`src/rtl/see_pkg.sv`:
```
// see_pkg: shared types, constants and byte-forming functions of the
// string escape encoder. No dependencies.
`timescale 1ns / 1ps

package see_pkg;

  localparam int CP_W           = 21;
  localparam int BYTE_W         = 8;
  localparam int CFG_IDX_W      = 3;
  localparam int LEN_W          = 4;
  localparam int QUEUE_DEPTH_DEF = 4;

  localparam logic [CP_W-1:0] QUOTE_RESET = 21'd34;

  // Characters used in escape sequences
  localparam logic [7:0] CH_BSLASH = 8'h5c;
  localparam logic [7:0] CH_X      = 8'h78;
  localparam logic [7:0] CH_LBRACE = 8'h7b;
  localparam logic [7:0] CH_RBRACE = 8'h7d;
  localparam logic [7:0] CH_LO_U   = 8'h75;
  localparam logic [7:0] CH_UP_U   = 8'h55;

  // Configuration register indexes
  typedef enum logic [CFG_IDX_W-1:0] {
    REG_ASCII_ONLY   = 3'd0,
    REG_NO_STDC      = 3'd1,
    REG_PCRE_MODE    = 3'd2,
    REG_ESCAPE_PUNCT = 3'd3,
    REG_QUOTE_ENABLE = 3'd4,
    REG_QUOTE_CHAR   = 3'd5
  } reg_idx_t;

  typedef struct packed {
    logic            ascii_only;
    logic            no_stdc;
    logic            pcre_mode;
    logic            escape_punct;
    logic            quote_enable;
    logic [CP_W-1:0] quote_char;
  } cfg_t;

  // Output form chosen by the front end
  typedef enum logic [2:0] {
    K_STDC  = 3'd0,  // \0 \a ... \r
    K_HEX2  = 3'd1,  // \xHH
    K_BSUTF = 3'd2,  // backslash then UTF-8
    K_UTF   = 3'd3,  // plain UTF-8
    K_PCRE  = 3'd4,  // \x{h..}
    K_U4    = 3'd5,  // \uHHHH
    K_U8    = 3'd6   // \UHHHHHHHH
  } kind_t;

  typedef struct packed {
    kind_t            kind;
    logic [CP_W-1:0]  cp;
    logic [2:0]       ulen;  // UTF-8 length, 1..4
    logic [2:0]       ndig;  // hex digits in pcre form, 1..6
    logic [LEN_W-1:0] len;   // total bytes, 1..10
  } desc_t;

  function automatic logic [7:0] hex_char(input logic [3:0] nib);
    hex_char = (nib < 4'd10) ? (8'h30 + {4'h0, nib}) : (8'h57 + {4'h0, nib});
  endfunction

  function automatic logic [7:0] stdc_letter(input logic [3:0] c);
    logic [7:0] r;
    unique case (c)
      4'd0:    r = 8'h30;  // 0
      4'd7:    r = 8'h61;  // a
      4'd8:    r = 8'h62;  // b
      4'd9:    r = 8'h74;  // t
      4'd10:   r = 8'h6e;  // n
      4'd11:   r = 8'h76;  // v
      4'd12:   r = 8'h66;  // f
      default: r = 8'h72;  // r
    endcase
    return r;
  endfunction

  function automatic logic is_punct(input logic [CP_W-1:0] c);
    is_punct = (c >= 21'h21 && c <= 21'h2f) || (c >= 21'h3a && c <= 21'h40) ||
               (c >= 21'h5b && c <= 21'h60) || (c >= 21'h7b && c <= 21'h7e);
  endfunction

  function automatic logic [2:0] utf8_len(input logic [CP_W-1:0] c);
    logic [2:0] r;
    priority if (c < 21'h80)    r = 3'd1;
    else if (c < 21'h800)       r = 3'd2;
    else if (c < 21'h10000)     r = 3'd3;
    else                        r = 3'd4;
    return r;
  endfunction

  function automatic logic [2:0] pcre_digits(input logic [CP_W-1:0] c);
    logic [2:0] r;
    priority if (c[20])         r = 3'd6;
    else if (c[19:16] != 4'h0)  r = 3'd5;
    else if (c[15:12] != 4'h0)  r = 3'd4;
    else if (c[11:8] != 4'h0)   r = 3'd3;
    else if (c[7:4] != 4'h0)    r = 3'd2;
    else                        r = 3'd1;
    return r;
  endfunction

  // Byte j of the UTF-8 encoding of c, ulen bytes long
  function automatic logic [7:0] utf8_byte(input logic [CP_W-1:0] c,
                                           input logic [2:0] ulen,
                                           input logic [LEN_W-1:0] j);
    logic [7:0] r;
    logic [2:0] k;
    k = ulen - 3'd1 - j[2:0];
    if (ulen == 3'd1) begin
      r = c[7:0];
    end else if (j == '0) begin
      unique case (ulen)
        3'd2:    r = {3'b110, c[10:6]};
        3'd3:    r = {4'b1110, c[15:12]};
        default: r = {5'b11110, c[20:18]};
      endcase
    end else begin
      unique case (k)
        3'd0:    r = {2'b10, c[5:0]};
        3'd1:    r = {2'b10, c[11:6]};
        default: r = {2'b10, c[17:12]};
      endcase
    end
    return r;
  endfunction

  // Nibble n of c, zero above bit 20
  function automatic logic [3:0] nib_of(input logic [CP_W-1:0] c,
                                        input logic [2:0] n);
    logic [3:0] r;
    unique case (n)
      3'd0:    r = c[3:0];
      3'd1:    r = c[7:4];
      3'd2:    r = c[11:8];
      3'd3:    r = c[15:12];
      3'd4:    r = c[19:16];
      3'd5:    r = {3'b000, c[20]};
      default: r = 4'h0;
    endcase
    return r;
  endfunction

  // Byte idx of the escaped sequence described by d
  function automatic logic [7:0] esc_byte(input desc_t d, input logic [LEN_W-1:0] idx);
    logic [7:0]       r;
    logic [LEN_W-1:0] nib;
    nib = '0;
    r   = CH_BSLASH;
    unique case (d.kind)
      K_STDC: begin
        if (idx != '0) r = stdc_letter(d.cp[3:0]);
      end
      K_HEX2: begin
        nib = 4'd3 - idx;
        if (idx == 4'd1) r = CH_X;
        else if (idx >= 4'd2) r = hex_char(nib_of(d.cp, nib[2:0]));
      end
      K_BSUTF: begin
        if (idx != '0) r = utf8_byte(d.cp, d.ulen, idx - 4'd1);
      end
      K_UTF: begin
        r = utf8_byte(d.cp, d.ulen, idx);
      end
      K_PCRE: begin
        nib = {1'b0, d.ndig} + 4'd2 - idx;
        if (idx == 4'd1) r = CH_X;
        else if (idx == 4'd2) r = CH_LBRACE;
        else if (idx == d.len - 4'd1) r = CH_RBRACE;
        else if (idx >= 4'd3) r = hex_char(nib_of(d.cp, nib[2:0]));
      end
      K_U4: begin
        nib = 4'd5 - idx;
        if (idx == 4'd1) r = CH_LO_U;
        else if (idx >= 4'd2) r = hex_char(nib_of(d.cp, nib[2:0]));
      end
      default: begin
        nib = 4'd9 - idx;
        if (idx == 4'd1) r = CH_UP_U;
        else if (idx >= 4'd2) r = hex_char(nib_of(d.cp, nib[2:0]));
      end
    endcase
    return r;
  endfunction

endpackage

```
`src/rtl/see_if.sv`:
```
// see_if: valid/ready channel interfaces for input code points, output
// bytes and configuration writes. Depends on see_pkg.
`timescale 1ns / 1ps

interface see_in_if;
  logic                      valid;
  logic                      ready;
  logic [see_pkg::CP_W-1:0]  code_point;
  modport source(output valid, output code_point, input ready);
  modport sink(input valid, input code_point, output ready);
endinterface

interface see_out_if;
  logic                        valid;
  logic                        ready;
  logic [see_pkg::BYTE_W-1:0]  out_byte;
  logic                        last_byte;
  modport source(output valid, output out_byte, output last_byte, input ready);
  modport sink(input valid, input out_byte, input last_byte, output ready);
endinterface

interface see_cfg_if;
  logic                           valid;
  logic                           ready;
  logic [see_pkg::CFG_IDX_W-1:0]  index;
  logic [see_pkg::CP_W-1:0]       data;
  modport source(output valid, output index, output data, input ready);
  modport sink(input valid, input index, input data, output ready);
endinterface

```
`src/rtl/see_front.sv`:
```
// see_front: accepts code points and classifies each into an escape
// descriptor for the queue. Depends on see_pkg and see_if.
`timescale 1ns / 1ps

module see_front (
  see_in_if.sink          in_ch,
  input  see_pkg::cfg_t   cfg,
  input  logic            q_full,
  output logic            push,
  output see_pkg::desc_t  push_desc
);
  import see_pkg::*;

  logic [CP_W-1:0] c;
  logic            ctl_c;
  logic            ascii;
  logic [2:0]      ulen;
  logic [2:0]      ndig;

  assign in_ch.ready = !q_full;
  assign push        = in_ch.valid && !q_full;
  assign c           = in_ch.code_point;

  // Rule order: C escape, control hex, backslash prefix, pass, hex forms
  always_comb begin
    ctl_c = (c == '0) || (c >= 21'd7 && c <= 21'd13);
    ascii = cfg.ascii_only || cfg.pcre_mode;
    ulen  = utf8_len(c);
    ndig  = pcre_digits(c);
    push_desc.cp   = c;
    push_desc.ulen = ulen;
    push_desc.ndig = ndig;
    priority if (!cfg.no_stdc && ctl_c) begin
      push_desc.kind = K_STDC;
      push_desc.len  = 4'd2;
    end else if (c <= 21'h1f || c == 21'h7f) begin
      push_desc.kind = K_HEX2;
      push_desc.len  = 4'd4;
    end else if (c == 21'h5c || (cfg.quote_enable && c == cfg.quote_char) ||
                 (cfg.escape_punct && c < 21'h80 && is_punct(c))) begin
      push_desc.kind = K_BSUTF;
      push_desc.len  = 4'd1 + {1'b0, ulen};
    end else if (c < 21'h80 || !ascii) begin
      push_desc.kind = K_UTF;
      push_desc.len  = {1'b0, ulen};
    end else if (cfg.pcre_mode) begin
      push_desc.kind = K_PCRE;
      push_desc.len  = 4'd4 + {1'b0, ndig};
    end else if (c <= 21'hffff) begin
      push_desc.kind = K_U4;
      push_desc.len  = 4'd6;
    end else begin
      push_desc.kind = K_U8;
      push_desc.len  = 4'd10;
    end
  end

endmodule

```
`src/rtl/see_queue.sv`:
```
// see_queue: small FIFO of escape descriptors between front and back end.
// Depends on see_pkg.
`timescale 1ns / 1ps

module see_queue #(
  parameter int DEPTH = see_pkg::QUEUE_DEPTH_DEF
) (
  input  logic            clk,
  input  logic            rst_n,
  input  logic            push,
  input  see_pkg::desc_t  push_desc,
  output logic            full,
  input  logic            pop,
  output logic            head_valid,
  output see_pkg::desc_t  head
);
  import see_pkg::*;

  localparam int PW = (DEPTH > 1) ? $clog2(DEPTH) : 1;
  localparam int CW = $clog2(DEPTH + 1);

  desc_t         entries_r [DEPTH];
  logic [PW-1:0] wr_ptr_r, wr_ptr_nxt;
  logic [PW-1:0] rd_ptr_r, rd_ptr_nxt;
  logic [CW-1:0] count_r, count_nxt;

  assign full       = (count_r == CW'(DEPTH));
  assign head_valid = (count_r != '0);
  assign head       = entries_r[rd_ptr_r];

  // Pointer and fill-count update
  always_comb begin
    wr_ptr_nxt = wr_ptr_r;
    rd_ptr_nxt = rd_ptr_r;
    count_nxt  = count_r;
    if (push) wr_ptr_nxt = (wr_ptr_r == PW'(DEPTH - 1)) ? '0 : wr_ptr_r + 1'b1;
    if (pop)  rd_ptr_nxt = (rd_ptr_r == PW'(DEPTH - 1)) ? '0 : rd_ptr_r + 1'b1;
    if (push && !pop)      count_nxt = count_r + 1'b1;
    else if (pop && !push) count_nxt = count_r - 1'b1;
  end

  always_ff @(posedge clk) begin
    if (!rst_n) begin
      wr_ptr_r <= '0;
      rd_ptr_r <= '0;
      count_r  <= '0;
    end else begin
      wr_ptr_r <= wr_ptr_nxt;
      rd_ptr_r <= rd_ptr_nxt;
      count_r  <= count_nxt;
    end
  end

  // Entry storage
  always_ff @(posedge clk) begin
    if (push) entries_r[wr_ptr_r] <= push_desc;
  end

  a_no_overflow: assert property (@(posedge clk) disable iff (!rst_n)
    push |-> !full) else $error("queue push while full");
  a_no_underflow: assert property (@(posedge clk) disable iff (!rst_n)
    pop |-> head_valid) else $error("queue pop while empty");
  a_count_bound: assert property (@(posedge clk) disable iff (!rst_n)
    count_r <= CW'(DEPTH)) else $error("queue count beyond depth");

endmodule

```
`src/rtl/see_back.sv`:
```
// see_back: byte sequencer that walks the head descriptor into the output
// register one byte per cycle while out_ch is not stalled. Uses see_pkg, see_if.
`timescale 1ns / 1ps

module see_back (
  input  logic            clk,
  input  logic            rst_n,
  input  logic            head_valid,
  input  see_pkg::desc_t  head,
  output logic            pop,
  see_out_if.source       out_ch
);
  import see_pkg::*;

  logic [LEN_W-1:0]  idx_r, idx_nxt;
  logic              out_valid_r, out_valid_nxt;
  logic [BYTE_W-1:0] out_byte_r;
  logic              last_r;
  logic              fire;
  logic              is_last;

  assign fire    = head_valid && (!out_valid_r || out_ch.ready);
  assign is_last = (idx_r == head.len - 4'd1);
  assign pop     = fire && is_last;

  assign out_ch.valid     = out_valid_r;
  assign out_ch.out_byte  = out_byte_r;
  assign out_ch.last_byte = last_r;

  // Byte index and output slot control
  always_comb begin
    idx_nxt       = idx_r;
    out_valid_nxt = out_valid_r;
    if (fire) begin
      idx_nxt       = is_last ? '0 : idx_r + 1'b1;
      out_valid_nxt = 1'b1;
    end else if (out_ch.ready) begin
      out_valid_nxt = 1'b0;
    end
  end

  always_ff @(posedge clk) begin
    if (!rst_n) begin
      idx_r       <= '0;
      out_valid_r <= 1'b0;
    end else begin
      idx_r       <= idx_nxt;
      out_valid_r <= out_valid_nxt;
    end
  end

  // Output payload
  always_ff @(posedge clk) begin
    if (fire) begin
      out_byte_r <= esc_byte(head, idx_r);
      last_r     <= is_last;
    end
  end

  a_idx_in_range: assert property (@(posedge clk) disable iff (!rst_n)
    head_valid |-> idx_r < head.len) else $error("byte index past sequence end");
  a_idx_idle_zero: assert property (@(posedge clk) disable iff (!rst_n)
    !head_valid |-> idx_r == '0) else $error("byte index left over without item");
  a_pop_marks_last: assert property (@(posedge clk) disable iff (!rst_n)
    pop |=> out_valid_r && last_r) else $error("item retired without last byte");

endmodule

```
`src/rtl/string_escape_encoder.sv`:
```
// Escaping encoder: one code point in, 1 to 10 escaped UTF-8 bytes out.
// After acceptance a code point is written to the queue, then its first byte to
// the output register (empty queue, free output). Throughput: one-byte items pass
// at one per cycle while the output is ready; the back end emits one byte per cycle.
// Reset: synchronous, clears queue and output; registers return to defaults
// (all 0, quote_char 34). No clearing pass.
`timescale 1ns / 1ps

module string_escape_encoder #(
  parameter int QUEUE_DEPTH = see_pkg::QUEUE_DEPTH_DEF
) (
  input  logic       clk,
  input  logic       rst_n,
  see_in_if.sink     in_ch,
  see_out_if.source  out_ch,
  see_cfg_if.sink    cfg_ch
);
  import see_pkg::*;

  cfg_t  cfg_r, cfg_nxt;
  logic  q_full;
  logic  push;
  desc_t push_desc;
  logic  pop;
  logic  head_valid;
  desc_t head;

  assign cfg_ch.ready = 1'b1;

  // Register write decode; unknown indexes are dropped
  always_comb begin
    cfg_nxt = cfg_r;
    if (cfg_ch.valid) begin
      unique case (cfg_ch.index)
        REG_ASCII_ONLY:   cfg_nxt.ascii_only   = cfg_ch.data[0];
        REG_NO_STDC:      cfg_nxt.no_stdc      = cfg_ch.data[0];
        REG_PCRE_MODE:    cfg_nxt.pcre_mode    = cfg_ch.data[0];
        REG_ESCAPE_PUNCT: cfg_nxt.escape_punct = cfg_ch.data[0];
        REG_QUOTE_ENABLE: cfg_nxt.quote_enable = cfg_ch.data[0];
        REG_QUOTE_CHAR:   cfg_nxt.quote_char   = cfg_ch.data;
        default: ;
      endcase
    end
  end

  always_ff @(posedge clk) begin
    if (!rst_n) begin
      cfg_r.ascii_only   <= 1'b0;
      cfg_r.no_stdc      <= 1'b0;
      cfg_r.pcre_mode    <= 1'b0;
      cfg_r.escape_punct <= 1'b0;
      cfg_r.quote_enable <= 1'b0;
      cfg_r.quote_char   <= QUOTE_RESET;
    end else begin
      cfg_r <= cfg_nxt;
    end
  end

  see_front u_front (
    .in_ch     (in_ch),
    .cfg       (cfg_r),
    .q_full    (q_full),
    .push      (push),
    .push_desc (push_desc)
  );

  see_queue #(
    .DEPTH (QUEUE_DEPTH)
  ) u_queue (
    .clk        (clk),
    .rst_n      (rst_n),
    .push       (push),
    .push_desc  (push_desc),
    .full       (q_full),
    .pop        (pop),
    .head_valid (head_valid),
    .head       (head)
  );

  see_back u_back (
    .clk        (clk),
    .rst_n      (rst_n),
    .head_valid (head_valid),
    .head       (head),
    .pop        (pop),
    .out_ch     (out_ch)
  );

endmodule
```
`src/flat_wrapper.sv`:
```
// flat-port wrapper written by rule: the top's interface ports become plain ports
module string_escape_encoder_flat import see_pkg::*;
#(
  parameter int QUEUE_DEPTH = see_pkg::QUEUE_DEPTH_DEF
)
  (clk, rst_n, in_ch_valid, in_ch_code_point, in_ch_ready, out_ch_valid, out_ch_out_byte, out_ch_last_byte, out_ch_ready, cfg_ch_valid, cfg_ch_index, cfg_ch_data, cfg_ch_ready);
  see_in_if in_ch_i ();
  see_out_if out_ch_i ();
  see_cfg_if cfg_ch_i ();
  input  logic clk;
  input  logic rst_n;
  input wire logic [$bits(in_ch_i.valid)-1:0] in_ch_valid;
  input wire logic [$bits(in_ch_i.code_point)-1:0] in_ch_code_point;
  output wire logic [$bits(in_ch_i.ready)-1:0] in_ch_ready;
  output wire logic [$bits(out_ch_i.valid)-1:0] out_ch_valid;
  output wire logic [$bits(out_ch_i.out_byte)-1:0] out_ch_out_byte;
  output wire logic [$bits(out_ch_i.last_byte)-1:0] out_ch_last_byte;
  input wire logic [$bits(out_ch_i.ready)-1:0] out_ch_ready;
  input wire logic [$bits(cfg_ch_i.valid)-1:0] cfg_ch_valid;
  input wire logic [$bits(cfg_ch_i.index)-1:0] cfg_ch_index;
  input wire logic [$bits(cfg_ch_i.data)-1:0] cfg_ch_data;
  output wire logic [$bits(cfg_ch_i.ready)-1:0] cfg_ch_ready;
  assign in_ch_i.valid = in_ch_valid;
  assign in_ch_i.code_point = in_ch_code_point;
  assign in_ch_ready = in_ch_i.ready;
  assign out_ch_valid = out_ch_i.valid;
  assign out_ch_out_byte = out_ch_i.out_byte;
  assign out_ch_last_byte = out_ch_i.last_byte;
  assign out_ch_i.ready = out_ch_ready;
  assign cfg_ch_i.valid = cfg_ch_valid;
  assign cfg_ch_i.index = cfg_ch_index;
  assign cfg_ch_i.data = cfg_ch_data;
  assign cfg_ch_ready = cfg_ch_i.ready;
  string_escape_encoder #(.QUEUE_DEPTH(QUEUE_DEPTH)) u_core (.clk(clk), .rst_n(rst_n), .in_ch(in_ch_i), .out_ch(out_ch_i), .cfg_ch(cfg_ch_i));
endmodule
```
`config.mk`:
```
export PLATFORM = sky130hd
export DESIGN_NAME = string_escape_encoder_flat
export DESIGN_NICKNAME = d
export VERILOG_FILES = /design/src/rtl/see_pkg.sv /design/src/rtl/see_if.sv /design/src/rtl/see_front.sv /design/src/rtl/see_queue.sv /design/src/rtl/see_back.sv /design/src/rtl/string_escape_encoder.sv /design/src/flat_wrapper.sv
export SDC_FILE = /design/constraint.sdc
export NUM_CORES = 1
export LEC_CHECK = 0
export BUFFER_PORTS_ARGS = -buffer_cell sky130_fd_sc_hd__buf_4
export CAP_MARGIN = 0
export CORE_ASPECT_RATIO = 0.6
export CORE_MARGIN = 4
export CORE_UTILIZATION = 60
export DETAILED_ROUTE_END_ITERATION = 6
export HOLD_SLACK_MARGIN = 0.1
export PLACE_DENSITY = 0.79
export SYNTH_ARGS = -nofsm -noshare
export SYNTH_HDL_FRONTEND = slang
export SYNTH_HIERARCHICAL = 1
export SYNTH_SLANG_ARGS = --single-unit
```
`constraint.sdc`:
```
create_clock -name clk -period 4.61 [get_ports clk]
set_input_delay 0.2305 -clock clk [delete_from_list [all_inputs] [get_ports clk]]
set_output_delay 0.2305 -clock clk [all_outputs]
set_load 0.01 [all_outputs]
```
==> qor.yml <==
clock_latency_ns: 0.44
cp_cell_sequence: "buf_4 -> mux4_2 -> inv_1 -> ha_1 -> fa_1 -> xnor2_1 -> xnor2_4 -> a21oi_1 -> a31oi_1 -> a21oi_1 -> o22ai_1 -> or4_1"
crit_top_cell: "a21oi_1"
status: "complete, no violations"
die_w_um: 182
p_sw_share_pct: 39.9
finalSetupViolCount: 0
syn_inst: 903
crit_arrival_ns: 4.27
synth_flop_cell: "edfxtp_1"
avgSynthCellArea_sq_um: 12.0
num-nets-final: 1049
cts_root_buf: "clkbuf_16"
netlist_area_sq_mm: 0.0109
hold_violations: 0
utilization_pct: 70.1
critical_path_class: "reg2reg"
final_max_slew_viol_count: 0
relSlewSlack_pct: 41.0
ys_seq_elements: 185
clk_path_buf_depth: 2
portBuffers: 60
power_frac_clock_pct: 22.5
seq_area_frac_synth_pct: 47.4
coreArea_sq_mm: 0.0175
final_antenna_net_count: 0
synth_commonest_cells: "edfxtp_1 (145), nand2_1 (69), mux2i_1 (55)"
fp-row-count: 37
end_kind: "register"
post_cts_buffers: 0
crit_required_ns: 4.79
synth_most_common_cell: "edfxtp_1"
critPathLaunchType: "register"
grt_pass1_vias: 7691
synth.distinct_cells: 96
cts_buffers: 17
cp_max_fo: 22
synth_edf_count: 145
cts_max_level: 4
start_util_pct: 62.3
syn2layout_area_growth_pct: 12.5
first_pass_iters: 7
cts_sinks: 185
yosys_warnings: 6
finalCritPeriodShare_pct: 88.7
fin_tns_setup_ns: 0
detailed_place_hpwl_um: 20100
fp.dieH_um: 112
synth.area.top_cells: "edfxtp_1 (40%), dfxtp_1 (7.4%), mux4_2 (6.8%), mux2i_1 (5.1%), ha_1 (3.7%)"
skew_ns: 0.0128
power_frac_comb_pct: 45.9
grt_use_total_pct: 28.9
cts_tree: "done"
grt_pass1_wl_um: 45200
boundaryPins: 62
async_flop_share_pct: 0
drive_above_1_share_pct: 17.8
rsz0062_at_grt: "no"
vias: 8221
via_per_inst: 6.79
drtIter0Drc: 1366
fmax_mhz: 245
synth_top_area_share_pct: 40.0
cts-resized-gates: 0
powerDensity_mw_per_mm2: 554
grt_max_degree: 60
rr_worst_depth: 12
num-fill-cells: 1178
wl_um: 29600
drc: 0
fp.dieArea_sq_mm: 0.0204
crit_slowest_cell: "mux4_2"
grt_antenna_before_repair: 1
syn-num-nets: 988
diodes: 0
cts_hold_buf: 40
cts.clk_slew.worst_paths_ns: 0.08
p_int_uw: 4070
wire_per_inst_um: 24.4
peakVddDrop_v: 0.000402
crit_path_max_incr_delay_ns: 0.64
globalplace.congestion: 1.00
drv_cap: 0
p_sw_uw: 2700
pwr-share-seq_pct: 31.6
holdPathStages: 1
finalCriticalPeriod_ns: 4.09
grt_remaining_overflow: 0
p_leak_uw: 0.00433
min_path_type: "in2reg"
worstMarginPinSlew_ns: 0.876
yosys.area.top_type: "edfxtp_1"
-- per-layer routing --
| layer | track usage (%) | vias to the layer above | share of wire, % |
|---|---|---|---|
| met2 | 40.3 | 606 | 42 |
| met3 | 12.8 | 55 | 16 |
| li1 | - | 3579 | - |
| met1 | 41.5 | 3979 | 40 |
| met5 | 2.12 | - | 0.20 |
| met4 | 7.45 | 2 | 1.6 |
-- per-stage QoR --
stage                     area (sq um)  cells  power (uW)  setup slack, ns  hold WS, ns
after floorplan                  10900    903        4330            0.664        0.348
after global placement           11200   1139        5030            0.659        0.454
after detailed placement         11200   1139        5100            0.577        0.459
after CTS                        12200   1211        6650            0.532        0.103
after global routing             12200   1211        7080            0.321        0.120
final                            12200   1211        6770            0.523        0.114
-- worst max-delay path: cells and delay by family (launching register included) --
family | cells | cell delay, ns
simple gates | 1 | 0.53
compound gates | 4 | 0.46
fa+ha+maj | 2 | 0.74
xor+xnor | 2 | 0.54
flops | 1 | 0.38
buf+inv | 2 | 0.52
mux | 1 | 0.64
-- state kept, by name, indices dropped and copies added (netlist names), named ones only --
signal / flops
u_core/u_queue/wr_ptr_r: 2
u_core/u_queue/entries_r: 136
u_core/u_back/out_ch.valid: 1
u_core/u_queue/count_r: 3
u_core/u_back/out_ch.last_byte: 1
u_core/u_back/idx_r: 4
u_core/cfg_r: 26
u_core/u_queue/rd_ptr_r: 2
u_core/u_back/out_ch.out_byte: 8
-- layout by cell type, fill, tap and decap left out, types with 5 or more instances in the layout --
master         count
a211oi_1          12
a21oi_1           42
a222oi_1           6
a22oi_1           14
a31oi_1           11
and2_1             8
buf_4             75
clkbuf_16         17
dfxtp_1           39
dlygate4sd3_1     40
edfxtp_1         145
ha_1              32
inv_1             27
inv_6              5
mux2i_1           55
mux4_2            33
nand2_1           69
nand2b_1          11
nand3_1           23
nand4_1            5
nor2_1            33
nor2b_1           21
nor3_1            16
nor4_1            15
nor4b_1            7
o21a_1             6
o21ai_0           36
o21bai_1           6
or3_1              5
or4_1              6
xnor2_1           14
xor2_1            22
-- power by group through the flow --
| stage | Combinational (uW) | Clock, uW | Sequential (uW) |
|---|---|---|---|
| global route | 3310 | 1610 | 2160 |
| floorplan | 2160 | 0 | 2170 |
| global placement | 2870 | 0 | 2170 |
| detailed placement | 2920 | 0 | 2180 |
| finish | 3110 | 1520 | 2140 |
| CTS | 2970 | 1530 | 2140 |
-- final timing paths --
check	start	to	slack [ns]
setup / recovery	register	u_core/u_back/out_ch.out_byte[3]$_DFFE_PP_	0.52
hold / removal	in_ch_code_point[2]	u_core/u_queue/entries_r[1][12]$_DFFE_PP_	0.11
setup reg to reg	register	u_core/u_back/out_ch.out_byte[3]$_DFFE_PP_	0.52
hold reg to reg	u_core/cfg_r[12]$_SDFFE_PN0P_	u_core/cfg_r[12]$_SDFFE_PN0P_	0.47
-- cell families (layout without fill, tap and decap cells) --
family / count (synthesis) / after routing / share of synthesized area, %
AO/OA/AOI/OAI: 191 / 191 / 12.3
XOR/XNOR: 42 / 42 / 4.07
adder cells (fa/ha/maj): 35 / 35 / 4.23
buffers and inverters: 102 / 176 / 5.70
flip-flops: 185 / 185 / 47.4
multiplexers: 97 / 97 / 13.5
other: 1 / 1 / 0.0345
AND/OR/NAND/NOR: 250 / 250 / 12.8
-- area by class of cell --
type / instances / area (sq um) / share of cell area, %
Timing Repair Buffer: 115 / 963 / 7.88
Tap cell: 234 / 293 / 2.39
Multi-Input combinational cell: 616 / 5100 / 41.7
Inverter: 29 / 109 / 0.890
Clock buffer: 17 / 425 / 3.48
Sequential cell: 185 / 5160 / 42.2
Clock inverter: 15 / 183 / 1.49
(Power assumes the default switching activity.)
